===== src/sv/pll_pkg.sv =====
// ----------------------------------------------------------------------------
// pll_pkg - shared types, codes and microcode for the pooled list engine
// Status and action codes, datapath op codes, jump conditions, the control
// word layout and the read-only microprogram.
// ----------------------------------------------------------------------------
`default_nettype none

package pll_pkg;

   localparam int NODES_DEFAULT = 16;
   localparam int MAX_OUT       = 16;             // results per find, at most
   localparam int CNT_W         = $clog2(MAX_OUT);
   localparam int SLOT_W        = 4;
   localparam int NUM_W         = 32;
   localparam int GRADE_W       = 16;
   localparam int UPC_W         = 5;

   typedef enum logic [1:0] {
      ST_OK      = 2'd0,
      ST_FULL    = 2'd1,
      ST_EMPTY   = 2'd2,
      ST_BADPRED = 2'd3
   } status_type;

   typedef enum logic [1:0] {
      ACT_INSERT = 2'd0,
      ACT_DELETE = 2'd1,
      ACT_FIND   = 2'd2,
      ACT_NONE   = 2'd3
   } action_type;

   // datapath operations, one per control word
   typedef enum logic [4:0] {
      OP_NOP,
      OP_CLEAR,
      OP_ACCEPT,
      OP_INS_RD_PRED,
      OP_INS_RD_FREE,
      OP_INS_CHECK,
      OP_INS_COMMIT,
      OP_INS_LINK,
      OP_DEL_RD,
      OP_DEL_CHECK,
      OP_RD_PTR,
      OP_DEL_UNLINK,
      OP_DEL_FREE,
      OP_EMIT,
      OP_FND_INIT,
      OP_W1_STEP,
      OP_FND_REWIND,
      OP_W2_STEP,
      OP_EMIT_STK
   } op_type;

   // jump conditions: taken goes to target, else fall through; dispatch jumps by action
   typedef enum logic [2:0] {
      C_NEXT,
      C_ALWAYS,
      C_DISPATCH,
      C_CLR_MORE,
      C_BAD,
      C_HEAD_NIL,
      C_NEXT_LIVE,
      C_STK_MORE
   } cond_type;

   typedef logic [UPC_W-1:0] upc_type;

   localparam upc_type UPC_ONE = 5'd1;

   // microprogram addresses
   localparam upc_type U_CLR  = 5'd0;
   localparam upc_type U_IDLE = 5'd1;
   localparam upc_type U_INS0 = 5'd2;
   localparam upc_type U_INS1 = 5'd3;
   localparam upc_type U_INS2 = 5'd4;
   localparam upc_type U_INS3 = 5'd5;
   localparam upc_type U_INS4 = 5'd6;
   localparam upc_type U_DEL0 = 5'd7;
   localparam upc_type U_DEL1 = 5'd8;
   localparam upc_type U_DEL2 = 5'd9;
   localparam upc_type U_DEL3 = 5'd10;
   localparam upc_type U_DEL4 = 5'd11;
   localparam upc_type U_EMIT = 5'd12;
   localparam upc_type U_FND0 = 5'd13;
   localparam upc_type U_FND1 = 5'd14;
   localparam upc_type U_FND2 = 5'd15;
   localparam upc_type U_FND3 = 5'd16;
   localparam upc_type U_FND4 = 5'd17;
   localparam upc_type U_FND5 = 5'd18;
   localparam upc_type U_FND6 = 5'd19;
   localparam upc_type U_FND7 = 5'd20;
   localparam upc_type U_FND8 = 5'd21;

   typedef struct packed {
      op_type   op;
      cond_type cond;
      logic     wait_out;   // hold here until the result register is free
      upc_type  target;
   } ctl_word_type;

   typedef struct packed {
      logic out_free;
      logic head_nil;
      logic bad;
      logic next_live;
      logic stk_more;
      logic clr_more;
   } dp_flags_type;

   function automatic ctl_word_type ucode_rom(input upc_type addr);
      ctl_word_type w;
      case (addr)
         U_CLR:  w = '{OP_CLEAR,       C_CLR_MORE,  1'b0, U_CLR};
         U_IDLE: w = '{OP_ACCEPT,      C_DISPATCH,  1'b0, U_IDLE};
         // insert
         U_INS0: w = '{OP_INS_RD_PRED, C_NEXT,      1'b0, U_IDLE};
         U_INS1: w = '{OP_INS_RD_FREE, C_NEXT,      1'b0, U_IDLE};
         U_INS2: w = '{OP_INS_CHECK,   C_BAD,       1'b0, U_EMIT};
         U_INS3: w = '{OP_INS_COMMIT,  C_NEXT,      1'b0, U_IDLE};
         U_INS4: w = '{OP_INS_LINK,    C_ALWAYS,    1'b0, U_EMIT};
         // delete
         U_DEL0: w = '{OP_DEL_RD,      C_HEAD_NIL,  1'b0, U_EMIT};
         U_DEL1: w = '{OP_DEL_CHECK,   C_BAD,       1'b0, U_EMIT};
         U_DEL2: w = '{OP_RD_PTR,      C_NEXT,      1'b0, U_IDLE};
         U_DEL3: w = '{OP_DEL_UNLINK,  C_NEXT,      1'b0, U_IDLE};
         U_DEL4: w = '{OP_DEL_FREE,    C_NEXT,      1'b0, U_IDLE};
         // single result
         U_EMIT: w = '{OP_EMIT,        C_ALWAYS,    1'b1, U_IDLE};
         // find minimum: walk, rewind, walk and push, pop
         U_FND0: w = '{OP_FND_INIT,    C_HEAD_NIL,  1'b0, U_EMIT};
         U_FND1: w = '{OP_RD_PTR,      C_NEXT,      1'b0, U_IDLE};
         U_FND2: w = '{OP_W1_STEP,     C_NEXT_LIVE, 1'b0, U_FND1};
         U_FND3: w = '{OP_FND_REWIND,  C_NEXT,      1'b0, U_IDLE};
         U_FND4: w = '{OP_RD_PTR,      C_NEXT,      1'b0, U_IDLE};
         U_FND5: w = '{OP_W2_STEP,     C_NEXT_LIVE, 1'b0, U_FND4};
         U_FND6: w = '{OP_NOP,         C_NEXT,      1'b0, U_IDLE};
         U_FND7: w = '{OP_EMIT_STK,    C_STK_MORE,  1'b1, U_FND6};
         U_FND8: w = '{OP_NOP,         C_ALWAYS,    1'b0, U_IDLE};
         default: w = '{OP_NOP,        C_ALWAYS,    1'b0, U_IDLE};
      endcase
      return w;
   endfunction

endpackage

`default_nettype wire


===== src/sv/pll_ram.sv =====
// ----------------------------------------------------------------------------
// pll_ram - generic single-write, single-read RAM
// One write port, one read port, registered read data.
// ----------------------------------------------------------------------------
`default_nettype none

module pll_ram #(
   parameter int WIDTH = 8,
   parameter int DEPTH = 16
) (
   input  wire logic                     clock,
   input  wire logic                     wr_en,
   input  wire logic [$clog2(DEPTH)-1:0] wr_addr,
   input  wire logic [WIDTH-1:0]         wr_data,
   input  wire logic [$clog2(DEPTH)-1:0] rd_addr,
   output logic      [WIDTH-1:0]         rd_data
);

   logic [WIDTH-1:0] mem [DEPTH];

   always_ff @(posedge clock) begin
      if (wr_en) begin
         mem[wr_addr] <= wr_data;
      end
      rd_data <= mem[rd_addr];
   end

endmodule

`default_nettype wire


===== src/sv/pll_useq.sv =====
// ----------------------------------------------------------------------------
// pll_useq - microcode sequencer
// Step counter, control store lookup and conditional / dispatch jumps.
// ----------------------------------------------------------------------------
`default_nettype none

module pll_useq (
   input  wire logic                  clock,
   input  wire logic                  reset,
   input  wire logic                  req_valid,
   input  wire logic [1:0]            req_action,
   input  wire pll_pkg::dp_flags_type flags,
   output pll_pkg::ctl_word_type      ctl
);

   pll_pkg::upc_type upc_ff;
   pll_pkg::upc_type upc_in;
   logic             take;

   assign ctl = pll_pkg::ucode_rom(upc_ff);

   always_comb begin
      case (ctl.cond)
         pll_pkg::C_NEXT:      take = 1'b0;
         pll_pkg::C_ALWAYS:    take = 1'b1;
         pll_pkg::C_CLR_MORE:  take = flags.clr_more;
         pll_pkg::C_BAD:       take = flags.bad;
         pll_pkg::C_HEAD_NIL:  take = flags.head_nil;
         pll_pkg::C_NEXT_LIVE: take = flags.next_live;
         pll_pkg::C_STK_MORE:  take = flags.stk_more;
         default:              take = 1'b0;
      endcase
   end

   always_comb begin
      if (ctl.wait_out && !flags.out_free) begin
         upc_in = upc_ff;
      end else if (ctl.cond == pll_pkg::C_DISPATCH) begin
         if (!req_valid) begin
            upc_in = upc_ff;
         end else begin
            case (pll_pkg::action_type'(req_action))
               pll_pkg::ACT_INSERT: upc_in = pll_pkg::U_INS0;
               pll_pkg::ACT_DELETE: upc_in = pll_pkg::U_DEL0;
               pll_pkg::ACT_FIND:   upc_in = pll_pkg::U_FND0;
               default:             upc_in = pll_pkg::U_EMIT;
            endcase
         end
      end else if (take) begin
         upc_in = ctl.target;
      end else begin
         upc_in = upc_ff + pll_pkg::UPC_ONE;
      end
   end

   always_ff @(posedge clock) begin
      if (reset) begin
         upc_ff <= pll_pkg::U_CLR;
      end else begin
         upc_ff <= upc_in;
      end
   end

endmodule

`default_nettype wire


===== src/sv/pll_datapath.sv =====
// ----------------------------------------------------------------------------
// pll_datapath - node pool, free chain and result register
// Link, number, grade and match stack RAMs with the pointer, minimum and
// stack registers, driven one op per cycle by the sequencer.
// ----------------------------------------------------------------------------
`default_nettype none

module pll_datapath #(
   parameter int NODES = pll_pkg::NODES_DEFAULT
) (
   input  wire logic                          clock,
   input  wire logic                          reset,
   input  wire pll_pkg::ctl_word_type         ctl,
   output pll_pkg::dp_flags_type              flags,
   input  wire logic                          req_valid,
   input  wire logic                          req_at_head,
   input  wire logic [pll_pkg::SLOT_W-1:0]    req_pred_index,
   input  wire logic [pll_pkg::NUM_W-1:0]     req_reg_number,
   input  wire logic [pll_pkg::GRADE_W-1:0]   req_grade,
   output logic                               rsp_valid,
   input  wire logic                          rsp_ready,
   output logic [1:0]                         rsp_status,
   output logic [pll_pkg::SLOT_W-1:0]         rsp_slot_index,
   output logic [pll_pkg::NUM_W-1:0]          rsp_found_number,
   output logic [pll_pkg::GRADE_W-1:0]        rsp_min_grade,
   output logic                               rsp_list_empty,
   output logic                               rsp_list_full,
   output logic                               rsp_last
);

   localparam int AW = $clog2(NODES);
   localparam int LW = $clog2(NODES + 1);
   localparam logic [LW-1:0] NIL = LW'(NODES);

   // control registers
   logic [LW-1:0] head_ff, head_in;
   logic [LW-1:0] free_ff, free_in;
   logic [AW-1:0] clr_ff, clr_in;
   logic          rsp_valid_ff, rsp_valid_in;

   // request and working registers
   logic                        at_head_ff, at_head_in;
   logic [pll_pkg::SLOT_W-1:0]  pred_ff, pred_in;
   logic [pll_pkg::NUM_W-1:0]   number_ff, number_in;
   logic [pll_pkg::GRADE_W-1:0] grade_ff, grade_in;
   logic [LW-1:0]               ptr_ff, ptr_in;
   logic [LW-1:0]               nxt_ff, nxt_in;
   logic [LW:0]                 predw_ff, predw_in;
   logic [pll_pkg::GRADE_W-1:0] best_ff, best_in;
   logic [LW-1:0]               sp_ff, sp_in;
   logic [pll_pkg::CNT_W-1:0]   cnt_ff, cnt_in;
   pll_pkg::status_type         stat_ff, stat_in;
   logic [pll_pkg::SLOT_W-1:0]  slot_ff, slot_in;

   // result register payload
   logic [1:0]                  rsp_status_ff, rsp_status_in;
   logic [pll_pkg::SLOT_W-1:0]  rsp_slot_ff, rsp_slot_in;
   logic [pll_pkg::NUM_W-1:0]   rsp_number_ff, rsp_number_in;
   logic [pll_pkg::GRADE_W-1:0] rsp_grade_ff, rsp_grade_in;
   logic                        rsp_empty_ff, rsp_empty_in;
   logic                        rsp_full_ff, rsp_full_in;
   logic                        rsp_last_ff, rsp_last_in;

   // memory ports
   logic [LW:0]                 link_rdata, link_wdata;
   logic [pll_pkg::NUM_W-1:0]   num_rdata, stk_rdata;
   logic [pll_pkg::GRADE_W-1:0] grade_rdata;
   logic [AW-1:0]               node_addr, link_waddr;
   logic                        link_we, node_we, stk_we;
   logic [LW-1:0]               sp_m1;

   // decoded views
   logic          r_in;
   logic [LW-1:0] r_link;
   logic [31:0]   pred_wide, ptr_wide;
   logic [AW-1:0] pred_addr, ptr_addr;
   logic          pred_ok, head_nil, free_nil, out_free;
   logic          ins_bad, del_bad, stk_more;

   assign r_in      = link_rdata[LW];
   assign r_link    = link_rdata[LW-1:0];
   assign pred_wide = 32'(pred_ff);
   assign ptr_wide  = 32'(ptr_ff);
   assign pred_addr = pred_wide[AW-1:0];
   assign ptr_addr  = ptr_ff[AW-1:0];
   assign pred_ok   = pred_wide < 32'(NODES);
   assign head_nil  = head_ff == NIL;
   assign free_nil  = free_ff == NIL;
   assign out_free  = !rsp_valid_ff || rsp_ready;
   assign sp_m1     = sp_ff - LW'(1);

   assign ins_bad  = free_nil || (!at_head_ff && (!pred_ok || !predw_ff[LW]));
   assign del_bad  = !at_head_ff && (!pred_ok || !r_in || r_link == NIL);
   assign stk_more = (sp_ff != LW'(1)) && (cnt_ff != pll_pkg::CNT_W'(pll_pkg::MAX_OUT - 1));

   always_comb begin
      flags.out_free  = out_free;
      flags.head_nil  = head_nil;
      flags.bad       = (ctl.op == pll_pkg::OP_INS_CHECK) ? ins_bad : del_bad;
      flags.next_live = r_link != NIL;
      flags.stk_more  = stk_more;
      flags.clr_more  = clr_ff != AW'(NODES - 1);
   end

   // node read address, shared by link, number and grade stores
   always_comb begin
      case (ctl.op)
         pll_pkg::OP_INS_RD_PRED: node_addr = pred_addr;
         pll_pkg::OP_INS_RD_FREE: node_addr = free_ff[AW-1:0];
         pll_pkg::OP_DEL_RD:      node_addr = at_head_ff ? head_ff[AW-1:0] : pred_addr;
         default:                 node_addr = ptr_addr;
      endcase
   end

   always_comb begin
      head_in      = head_ff;
      free_in      = free_ff;
      clr_in       = clr_ff;
      at_head_in   = at_head_ff;
      pred_in      = pred_ff;
      number_in    = number_ff;
      grade_in     = grade_ff;
      ptr_in       = ptr_ff;
      nxt_in       = nxt_ff;
      predw_in     = predw_ff;
      best_in      = best_ff;
      sp_in        = sp_ff;
      cnt_in       = cnt_ff;
      stat_in      = stat_ff;
      slot_in      = slot_ff;
      rsp_valid_in = rsp_valid_ff && !rsp_ready;
      rsp_status_in = rsp_status_ff;
      rsp_slot_in   = rsp_slot_ff;
      rsp_number_in = rsp_number_ff;
      rsp_grade_in  = rsp_grade_ff;
      rsp_empty_in  = rsp_empty_ff;
      rsp_full_in   = rsp_full_ff;
      rsp_last_in   = rsp_last_ff;
      link_we      = 1'b0;
      link_waddr   = ptr_addr;
      link_wdata   = {1'b0, free_ff};
      node_we      = 1'b0;
      stk_we       = 1'b0;

      case (ctl.op)
         pll_pkg::OP_CLEAR: begin
            link_we    = 1'b1;
            link_waddr = clr_ff;
            link_wdata = {1'b0, LW'(clr_ff) + LW'(1)};
            clr_in     = clr_ff + AW'(1);
         end
         pll_pkg::OP_ACCEPT: begin
            if (req_valid) begin
               at_head_in = req_at_head;
               pred_in    = req_pred_index;
               number_in  = req_reg_number;
               grade_in   = req_grade;
               stat_in    = pll_pkg::ST_OK;
               slot_in    = '0;
            end
         end
         pll_pkg::OP_INS_RD_FREE: begin
            predw_in = link_rdata;
         end
         pll_pkg::OP_INS_CHECK: begin
            ptr_in = free_ff;
            nxt_in = r_link;
            if (free_nil) begin
               stat_in = pll_pkg::ST_FULL;
            end else if (ins_bad) begin
               stat_in = pll_pkg::ST_BADPRED;
            end
         end
         pll_pkg::OP_INS_COMMIT: begin
            link_we    = 1'b1;
            link_waddr = ptr_addr;
            link_wdata = {1'b1, at_head_ff ? head_ff : predw_ff[LW-1:0]};
            node_we    = 1'b1;
            free_in    = nxt_ff;
            slot_in    = ptr_wide[pll_pkg::SLOT_W-1:0];
            if (at_head_ff) begin
               head_in = ptr_ff;
            end
         end
         pll_pkg::OP_INS_LINK: begin
            if (!at_head_ff) begin
               link_we    = 1'b1;
               link_waddr = pred_addr;
               link_wdata = {1'b1, ptr_ff};
            end
         end
         pll_pkg::OP_DEL_RD: begin
            if (head_nil) begin
               stat_in = pll_pkg::ST_EMPTY;
            end
         end
         pll_pkg::OP_DEL_CHECK: begin
            ptr_in = at_head_ff ? head_ff : r_link;
            if (del_bad) begin
               stat_in = pll_pkg::ST_BADPRED;
            end
         end
         pll_pkg::OP_DEL_UNLINK: begin
            if (at_head_ff) begin
               head_in = r_link;
            end else begin
               link_we    = 1'b1;
               link_waddr = pred_addr;
               link_wdata = {1'b1, r_link};
            end
         end
         pll_pkg::OP_DEL_FREE: begin
            link_we    = 1'b1;
            link_waddr = ptr_addr;
            link_wdata = {1'b0, free_ff};
            free_in    = ptr_ff;
            slot_in    = ptr_wide[pll_pkg::SLOT_W-1:0];
         end
         pll_pkg::OP_EMIT: begin
            if (out_free) begin
               rsp_valid_in  = 1'b1;
               rsp_status_in = stat_ff;
               rsp_slot_in   = slot_ff;
               rsp_number_in = '0;
               rsp_grade_in  = '0;
               rsp_empty_in  = head_nil;
               rsp_full_in   = free_nil;
               rsp_last_in   = 1'b1;
            end
         end
         pll_pkg::OP_FND_INIT: begin
            ptr_in  = head_ff;
            best_in = '1;
            sp_in   = '0;
            cnt_in  = '0;
            if (head_nil) begin
               stat_in = pll_pkg::ST_EMPTY;
            end
         end
         pll_pkg::OP_W1_STEP: begin
            if (grade_rdata < best_ff) begin
               best_in = grade_rdata;
            end
            ptr_in = r_link;
         end
         pll_pkg::OP_FND_REWIND: begin
            ptr_in = head_ff;
         end
         pll_pkg::OP_W2_STEP: begin
            if (grade_rdata == best_ff) begin
               stk_we = 1'b1;
               sp_in  = sp_ff + LW'(1);
            end
            ptr_in = r_link;
         end
         pll_pkg::OP_EMIT_STK: begin
            if (out_free) begin
               rsp_valid_in  = 1'b1;
               rsp_status_in = pll_pkg::ST_OK;
               rsp_slot_in   = '0;
               rsp_number_in = stk_rdata;
               rsp_grade_in  = best_ff;
               rsp_empty_in  = head_nil;
               rsp_full_in   = free_nil;
               rsp_last_in   = !stk_more;
               sp_in         = sp_m1;
               cnt_in        = cnt_ff + pll_pkg::CNT_W'(1);
            end
         end
         default: begin
         end
      endcase
   end

   always_ff @(posedge clock) begin
      if (reset) begin
         head_ff      <= NIL;
         free_ff      <= '0;
         clr_ff       <= '0;
         rsp_valid_ff <= 1'b0;
      end else begin
         head_ff      <= head_in;
         free_ff      <= free_in;
         clr_ff       <= clr_in;
         rsp_valid_ff <= rsp_valid_in;
      end
   end

   always_ff @(posedge clock) begin
      at_head_ff    <= at_head_in;
      pred_ff       <= pred_in;
      number_ff     <= number_in;
      grade_ff      <= grade_in;
      ptr_ff        <= ptr_in;
      nxt_ff        <= nxt_in;
      predw_ff      <= predw_in;
      best_ff       <= best_in;
      sp_ff         <= sp_in;
      cnt_ff        <= cnt_in;
      stat_ff       <= stat_in;
      slot_ff       <= slot_in;
      rsp_status_ff <= rsp_status_in;
      rsp_slot_ff   <= rsp_slot_in;
      rsp_number_ff <= rsp_number_in;
      rsp_grade_ff  <= rsp_grade_in;
      rsp_empty_ff  <= rsp_empty_in;
      rsp_full_ff   <= rsp_full_in;
      rsp_last_ff   <= rsp_last_in;
   end

   // {in-list bit, next link} per slot
   pll_ram #(.WIDTH(LW + 1), .DEPTH(NODES)) u_link_ram (
      .clock   (clock),
      .wr_en   (link_we),
      .wr_addr (link_waddr),
      .wr_data (link_wdata),
      .rd_addr (node_addr),
      .rd_data (link_rdata)
   );

   pll_ram #(.WIDTH(pll_pkg::NUM_W), .DEPTH(NODES)) u_num_ram (
      .clock   (clock),
      .wr_en   (node_we),
      .wr_addr (ptr_addr),
      .wr_data (number_ff),
      .rd_addr (node_addr),
      .rd_data (num_rdata)
   );

   pll_ram #(.WIDTH(pll_pkg::GRADE_W), .DEPTH(NODES)) u_grade_ram (
      .clock   (clock),
      .wr_en   (node_we),
      .wr_addr (ptr_addr),
      .wr_data (grade_ff),
      .rd_addr (node_addr),
      .rd_data (grade_rdata)
   );

   // match stack: pushed on the second walk, popped top first
   pll_ram #(.WIDTH(pll_pkg::NUM_W), .DEPTH(NODES)) u_stk_ram (
      .clock   (clock),
      .wr_en   (stk_we),
      .wr_addr (sp_ff[AW-1:0]),
      .wr_data (num_rdata),
      .rd_addr (sp_m1[AW-1:0]),
      .rd_data (stk_rdata)
   );

   assign rsp_valid        = rsp_valid_ff;
   assign rsp_status       = rsp_status_ff;
   assign rsp_slot_index   = rsp_slot_ff;
   assign rsp_found_number = rsp_number_ff;
   assign rsp_min_grade    = rsp_grade_ff;
   assign rsp_list_empty   = rsp_empty_ff;
   assign rsp_list_full    = rsp_full_ff;
   assign rsp_last         = rsp_last_ff;

endmodule

`default_nettype wire


===== src/sv/pooled_linked_list_engine.sv =====
// ----------------------------------------------------------------------------
// pooled_linked_list_engine - linked list in a node pool with a free chain
// Insert, delete and find-minimum over a singly linked list kept in a fixed
// pool of slots, run by a microcoded sequencer over a RAM-based datapath.
// ----------------------------------------------------------------------------
//
//  Channel  Dir  Handshake           Carries
//  -------  ---  ------------------  ---------------------------------------
//  req_     in   req_valid/ready     action, at_head, pred_index, number,
//                                    grade (one transaction per command)
//  rsp_     out  rsp_valid/ready     status, slot, number, min grade, list
//                                    flags, last (1..16 transactions/command)
//
//  Flow: insert/delete run their routine and load one result (error exits
//  skip ahead to it); find walks the list twice, to get the minimum and then
//  to push its matches, and then pops the stack, one result per pop.
//  Reset: a clearing pass over every slot rebuilds the free chain in the
//  link RAM; req_ready stays low until it is done.
//  Stalls: rsp_ready low holds the result register and the sequencer's emit words.
// ----------------------------------------------------------------------------
`default_nettype none

module pooled_linked_list_engine #(
   parameter int NODES = pll_pkg::NODES_DEFAULT
) (
   input  wire logic                        clock,
   input  wire logic                        reset,
   // command transactions
   input  wire logic                        req_valid,
   output logic                             req_ready,
   input  wire logic [1:0]                  req_action,
   input  wire logic                        req_at_head,
   input  wire logic [pll_pkg::SLOT_W-1:0]  req_pred_index,
   input  wire logic [pll_pkg::NUM_W-1:0]   req_reg_number,
   input  wire logic [pll_pkg::GRADE_W-1:0] req_grade,
   // result transactions
   output logic                             rsp_valid,
   input  wire logic                        rsp_ready,
   output logic [1:0]                       rsp_status,
   output logic [pll_pkg::SLOT_W-1:0]       rsp_slot_index,
   output logic [pll_pkg::NUM_W-1:0]        rsp_found_number,
   output logic [pll_pkg::GRADE_W-1:0]      rsp_min_grade,
   output logic                             rsp_list_empty,
   output logic                             rsp_list_full,
   output logic                             rsp_last
);

   pll_pkg::ctl_word_type ctl;
   pll_pkg::dp_flags_type flags;

   // A command is taken only while the microprogram sits at its idle word;
   // the dispatch jump leaves that word in the same cycle the transaction
   // is accepted.
   assign req_ready = (ctl.op == pll_pkg::OP_ACCEPT);

   // Sequencer: step counter plus control store. Each word names one
   // datapath op, a jump condition and a target; dispatch maps the
   // incoming action to the start of its routine.
   pll_useq u_useq (
      .clock      (clock),
      .reset      (reset),
      .req_valid  (req_valid),
      .req_action (req_action),
      .flags      (flags),
      .ctl        (ctl)
   );

   // Datapath: link RAM holds {in-list, next} per slot, so the predecessor
   // check and its link come from one read. Numbers and grades share the
   // same read address. The match stack is a RAM indexed by its top.
   pll_datapath #(.NODES(NODES)) u_dp (
      .clock            (clock),
      .reset            (reset),
      .ctl              (ctl),
      .flags            (flags),
      .req_valid        (req_valid),
      .req_at_head      (req_at_head),
      .req_pred_index   (req_pred_index),
      .req_reg_number   (req_reg_number),
      .req_grade        (req_grade),
      .rsp_valid        (rsp_valid),
      .rsp_ready        (rsp_ready),
      .rsp_status       (rsp_status),
      .rsp_slot_index   (rsp_slot_index),
      .rsp_found_number (rsp_found_number),
      .rsp_min_grade    (rsp_min_grade),
      .rsp_list_empty   (rsp_list_empty),
      .rsp_list_full    (rsp_list_full),
      .rsp_last         (rsp_last)
   );

endmodule

`default_nettype wire


===== config.mk =====
export PLATFORM = sky130hd
export DESIGN_NAME = pooled_linked_list_engine
export DESIGN_NICKNAME = d
export VERILOG_FILES = /design/src/sv/pll_pkg.sv /design/src/sv/pll_ram.sv /design/src/sv/pll_useq.sv /design/src/sv/pll_datapath.sv /design/src/sv/pooled_linked_list_engine.sv
export SDC_FILE = /design/constraint.sdc
export NUM_CORES = 2
export LEC_CHECK = 0
export ABC_AREA = 1
export BUFFER_PORTS_ARGS = -buffer_cell sky130_fd_sc_hd__buf_2
export CORE_ASPECT_RATIO = 0.6
export CORE_UTILIZATION = 40
export CTS_BUF_LIST = sky130_fd_sc_hd__clkbuf_8
export DETAILED_ROUTE_END_ITERATION = 8
export MAX_ROUTING_LAYER = met4
export PLACE_DENSITY_LB_ADDON = 0.05
export SYNTH_ARGS = -nofsm -noshare
export SYNTH_HDL_FRONTEND = slang
export SYNTH_HIERARCHICAL = 1
export SYNTH_SLANG_ARGS = --single-unit
export TNS_END_PERCENT = 1

===== constraint.sdc =====
create_clock -name clock -period 8 [get_ports clock]
set_input_delay 1.6 -clock clock [delete_from_list [all_inputs] [get_ports clock]]
set_output_delay 1.6 -clock clock [all_outputs]
set_load 0.05 [all_outputs]

After elaboration in Yosys (flattened, before gate mapping):

Memories as Yosys holds them, arrays and structs flattened. A register that Yosys moved wholly into a read port is not among the register bits.
Cells that the tools add are included.

* logic and storage cells: 193
* memories: 5
* output and inout bits: 59
* flip-flop bits (word level): 177
* ROM bits: 448
* RAM bits: 1376
* input bits: 59

Memories
* u_dp.u_num_ram.mem: words 16, bits a word 32, read ports 1, clocked after Yosys merged registers in 1, wr ports 1, line pll_ram.sv:19 `logic [WIDTH-1:0] mem [DEPTH];`
* u_dp.u_stk_ram.mem: words 16, bits a word 32, read ports 1, clocked after Yosys merged registers in 1, wr ports 1, line pll_ram.sv:19
* (name not given): words 32, bits a word 14, read ports 1, clocked after Yosys merged registers in 1, wr ports 0, line pll_pkg.sv:113 `case (addr)`
* u_dp.u_grade_ram.mem: words 16, bits a word 16, read ports 1, clocked after Yosys merged registers in 1, wr ports 1, line pll_ram.sv:19
* u_dp.u_link_ram.mem: words 16, bits a word 6, read ports 1, clocked after Yosys merged registers in 1, wr ports 1, line pll_ram.sv:19

* muxes and demuxes: 65
* add/sub/neg operators: 6
* reductions and logical operators: 45
* bitwise operators: 1
* eq/ne operators: 45
* magnitude comparators: 2

Operators with widths (number)
* 32-bit two-way mux: 2
* 16-bit case mux with 2 select lines: 2
* 32-bit case mux with 2 select lines: 1
* 5-bit two-way mux: 11
* 16-bit two-way mux: 3
* 5-bit by 4-bit == test with 1-bit output (second input constant): 7
* 4-bit case mux with 2 select lines: 4
* 5-bit == test (second input constant): 6
* 4-bit two-way mux: 6
* 4-bit case mux with 3 select lines: 2
* 6-bit case mux with 4 select lines: 1
* 5-bit by 3-bit == test with 1-bit output (second input constant): 4
* 5-bit case mux with 2 select lines: 2
* 5-bit case mux with 4 select lines: 1
* 16-bit == test: 1
* 16-bit < comparator: 1
* 2-bit by 1-bit inequality test with 1-bit output (second input constant): 8
* 1-bit two-way mux: 15
* 5-bit case mux with 3 select lines: 1
* 2-bit two-way mux: 7
* 3-bit == test (second input constant): 4
* 6-bit two-way mux: 2
* 2-bit AND reduction: 6
* 2-bit nonzero test: 6
* 31 further kinds: 61

Longest topological paths before layout:

* word-level depth: 11
* gate-level depth with buffers: 24
* depth with buffers taken out: 24

Cells and area by module:

Netlist, hierarchy kept.

Modules (own cells, without submodules)
* pll_ram (u_dp.u_num_ram): seq. area each 16015.4 µm², cells an instance 2120, times used 1, area an instance 22744.3 µm²
* pll_ram (u_dp.u_stk_ram): seq. area each 16015.4 µm², cells an instance 2120, times used 1, area an instance 22730.6 µm²
* pll_ram (u_dp.u_grade_ram): seq. area each 8007.7 µm², cells an instance 1074, times used 1, area an instance 11380.9 µm²
* pll_datapath: seq. area each 5014.8 µm², cells an instance 778, times used 1, area an instance 7807.5 µm²
* pll_ram (u_dp.u_link_ram): seq. area each 3002.9 µm², cells an instance 420, times used 1, area an instance 4325.4 µm²
* pll_useq: seq. area each 360.3 µm², cells an instance 182, times used 1, area an instance 1315.0 µm²
* pooled_linked_list_engine: seq. area each 0.0 µm², cells an instance 6, times used 1, area an instance 22.5 µm²

Worst setup path after synthesis:

Ideal clock, no wire load.

* kind: input to register
* from: input port rsp_ready
* to: register u_dp.rsp_number_ff, in the netlist u_dp/rsp_found_number[0], enable pin
* data arrival time: 3.988 ns
* library setup time: 0.468 ns
* path slack: 3.543 ns
* required time: 7.532 ns
* stages: 2
* buffers on the path: 0
* cell sequence: nor2_1 -> nor2_1

* longest elaborated chain between the ends: 3
* elaborated cells on any way between the ends: 4
* those cells by class: eq/ne (2); reduce/logical (2)

RTL lines
* from (decl): line pooled_linked_list_engine.sv:38 `input wire logic rsp_ready,`
* 1-bit logical OR (*): line pll_datapath.sv:89 `assign out_free = !rsp_valid_ff || rsp_ready;`
* 2-bit by 1-bit inequality test with 1-bit output (no source line)
* 3-bit AND reduction (no source line) (*)
* to (signal assigned): line pll_datapath.sv:304 `rsp_number_ff <= rsp_number_in;`
* to (decl): line pll_datapath.sv:58 `logic [pll_pkg::NUM_W-1:0] rsp_number_ff, rsp_number_in;`

Mark *: on every way between the ends. The rest lies on a longest branch, timed or not.
A chain may end at the register's enable or synchronous reset.

Final worst setup path:

* from: register u_dp.at_head_ff
* to: register u_dp.u_grade_ram.rd_data[2], read port of u_dp.u_grade_ram.mem

* longest elaborated chain between the ends: 2

RTL lines
* from (decl): line pll_datapath.sv:42 `logic at_head_ff, at_head_in;`
* from (signal assigned): line pll_datapath.sv:290 `at_head_ff <= at_head_in;`
* 4-bit two-way mux: line pll_datapath.sv:110 `pll_pkg::OP_DEL_RD: node_addr = at_head_ff ? head_ff[AW-1:0] : pred_addr;`
* 4-bit case mux with 3 select lines: line pll_datapath.sv:107 `case (ctl.op)`
* net u_dp.node_addr[0]: line pll_datapath.sv:68 `logic [AW-1:0] node_addr, link_waddr;`
* to (decl): line pll_ram.sv:16 `output logic [WIDTH-1:0] rd_data`

The timed path passes the listed nets, and every way through them passes these cells.

==> results_dict.tcl <==
set metrics [dict create \
    switchingPower_mw 10.3 \
    cts_tree "done" \
    crit_type "reg2reg" \
    first_pass_iters 6 \
    start_util 0.405 \
    required_ns 8.82 \
    grt_max_degree 183 \
    ctsHoldBuffers 0 \
    dieArea_sq_um 178000 \
    ctsRootBufferMaster "clkbuf_8" \
    io_pins 118 \
    clkPwrFrac 0.263 \
    clock-sinks 1652 \
    worst_pin_slew_ns 1.18 \
    drc 0 \
    ir_drop_uv 396 \
    whs_ns 0.486 \
    hp-class "reg2reg" \
    wl_per_cell_um 20.9 \
    finalPower_mw 26.5 \
    slew_headroom 0.213 \
    startpoint "u_dp/at_head_ff" \
    crit_path_end_kind "flip-flop" \
    status "complete, no violations" \
    start_kind "flip-flop" \
    overflow 0 \
    setup_tns_ns 0 \
    syn_area_sq_um 70300 \
    die_h_um 327 \
    max-cap-violations 0 \
    routed_wl_um 197000 \
    cts_buffers 268 \
    postCtsSetupBuffers 0 \
    combinationalPowerShare 0.311 \
    period_share 0.614 \
    cts_resized 0 \
    vias 45500 \
    internal_power_mw 16.2 \
    rsz0062_at_grt "false" \
    critPathArrivalTime_ns 5.73 \
    setup_violations 0 \
    fmax_mhz 203 \
    fin_nets 6967 \
    p_seq_frac 0.426 \
    switching_share 0.387 \
    areaGrowthSynthToFinish_pct 10.9 \
    core_area_sq_um 173000 \
    rows 118 \
    io_buffers 117 \
    maxSlewViolCount 0 \
    grt_pass1_vias 43700 \
    cts.clk_slew.worst_paths_ns 0.06 \
    hpwlAfterDp_um 102000 \
    h-tree-depth 5 \
    hp-start "u_dp/nxt_ff[3]" \
    p_per_area_nw_per_um2 340 \
    yosys_warnings 6 \
    min_period_ns 4.91 \
    leakage_nw 33.2 \
    hold_viol_final 0 \
    grt_usage 0.229 \
    clk_latency_ns 0.90 \
    antenna_left 0 \
    crit_path_max_fanout 73 \
    first_iter_violations 3986 \
    ctsLongestPathBuffers 4 \
    r2r_start "u_dp/at_head_ff" \
    antenna_found_initial 7 \
    syn_nets 6791 \
    grt_pass1_wl_um 291000 \
    gp_congestion 0.875 \
    drive_above_1_share 0.0934 \
    synthCells 6699 \
    vias_per_cell 4.83 \
    die_w_um 543 \
    final_common_cell "nand2_1" \
    avgSynthCellArea_sq_um 10.5 \
    layout_common_cells "nand2_1, edfxtp_1, inv_1" \
    skew_ns 0.0424 \
]
-- registers in the layout (all words and copies together) (netlist names), 5 cells and up --
name                      count
u_dp/u_num_ram/rd_data       32
u_dp/rsp_found_number        32
u_dp/head_ff                  5
u_dp/free_ff                  5
u_dp/number_ff               32
u_useq/upc_ff                 5
u_dp/u_stk_ram/rd_data       32
u_dp/u_grade_ram/mem        256
u_dp/predw_ff                 6
u_dp/u_link_ram/rd_data       6
u_dp/ptr_ff                   5
u_dp/u_link_ram/mem          96
u_dp/sp_ff                    5
u_dp/grade_ff                16
u_dp/u_grade_ram/rd_data     16
u_dp/rsp_min_grade           16
u_dp/best_ff                 16
u_dp/nxt_ff                   5
u_dp/u_num_ram/mem          512
u_dp/u_stk_ram/mem          512
u_useq/ctl                   13
-- path summary, 6_finish.rpt --
check / cells past startpoint / to / slack, ns
setup reg to reg: 14 / u_dp/u_grade_ram/rd_data[2] / 3.09
hold reg to reg: 2 / u_dp/free_ff[3] / 0.49
hold / removal: 2 / u_dp/free_ff[3] / 0.49
setup / recovery: 14 / u_dp/u_grade_ram/rd_data[2] / 3.09
-- power groups by stage --
| stage | Combinational (mW) | Sequential, mW | Clock (mW) |
|---|---|---|---|
| final | 8.24 | 11.3 | 6.97 |
| after floorplan | 6.08 | 11.1 | 0 |
| after global placement | 8.24 | 11.5 | 0 |
| after CTS | 8.28 | 11.3 | 7.20 |
| after detailed placement | 8.25 | 11.5 | 0 |
| after global routing | 9.21 | 11.4 | 7.55 |
-- through the flow --
stage | utilization | cells | setup WS, ns | area (sq um)
CTS | 0.449 | 9418 | 3.21 | 78000
global route | 0.449 | 9419 | 2.77 | 78000
finish | 0.449 | 9420 | 3.09 | 78000
global placement | 0.421 | 8945 | 3.35 | 73000
floorplan | - | 6699 | 3.54 | 70300
detailed placement | 0.421 | 8945 | 3.22 | 73000
-- worst max-delay path, stage by stage (launching register included) --
cell      delay, ns
edfxtp_1       0.93
clkinv_1       0.70
nand2_1        0.25
nand2_1        0.07
a22oi_1        0.27
nand3_4        0.19
buf_4          0.40
inv_4          0.68
buf_4          0.63
nand2_1        0.11
nand2_1        0.08
nand2_1        0.05
nand3_1        0.09
nand3_1        0.14
nand2_1        0.14
-- routing by layer --
layer  GRT usage  routed length (um)  vias to the layer above
li1            -                   -                    22000
met1       0.343               98400                    21900
met2       0.319               82600                     1274
met3      0.0387               11600                      302
met4      0.0574                4250                        0
met5           -                   0                        -
-- area by class of cell --
class	count	area, sq um
fill	16500	95500
inverter	1197	4530
sequential	1652	48400
tap	2340	2930
clock inverter	179	902
clock buffer	294	4050
antenna	2	5.00
multi-input combinational	3554	15900
timing repair buffer	202	1270
No activity file was read; power rests on OpenSTA's default activity.
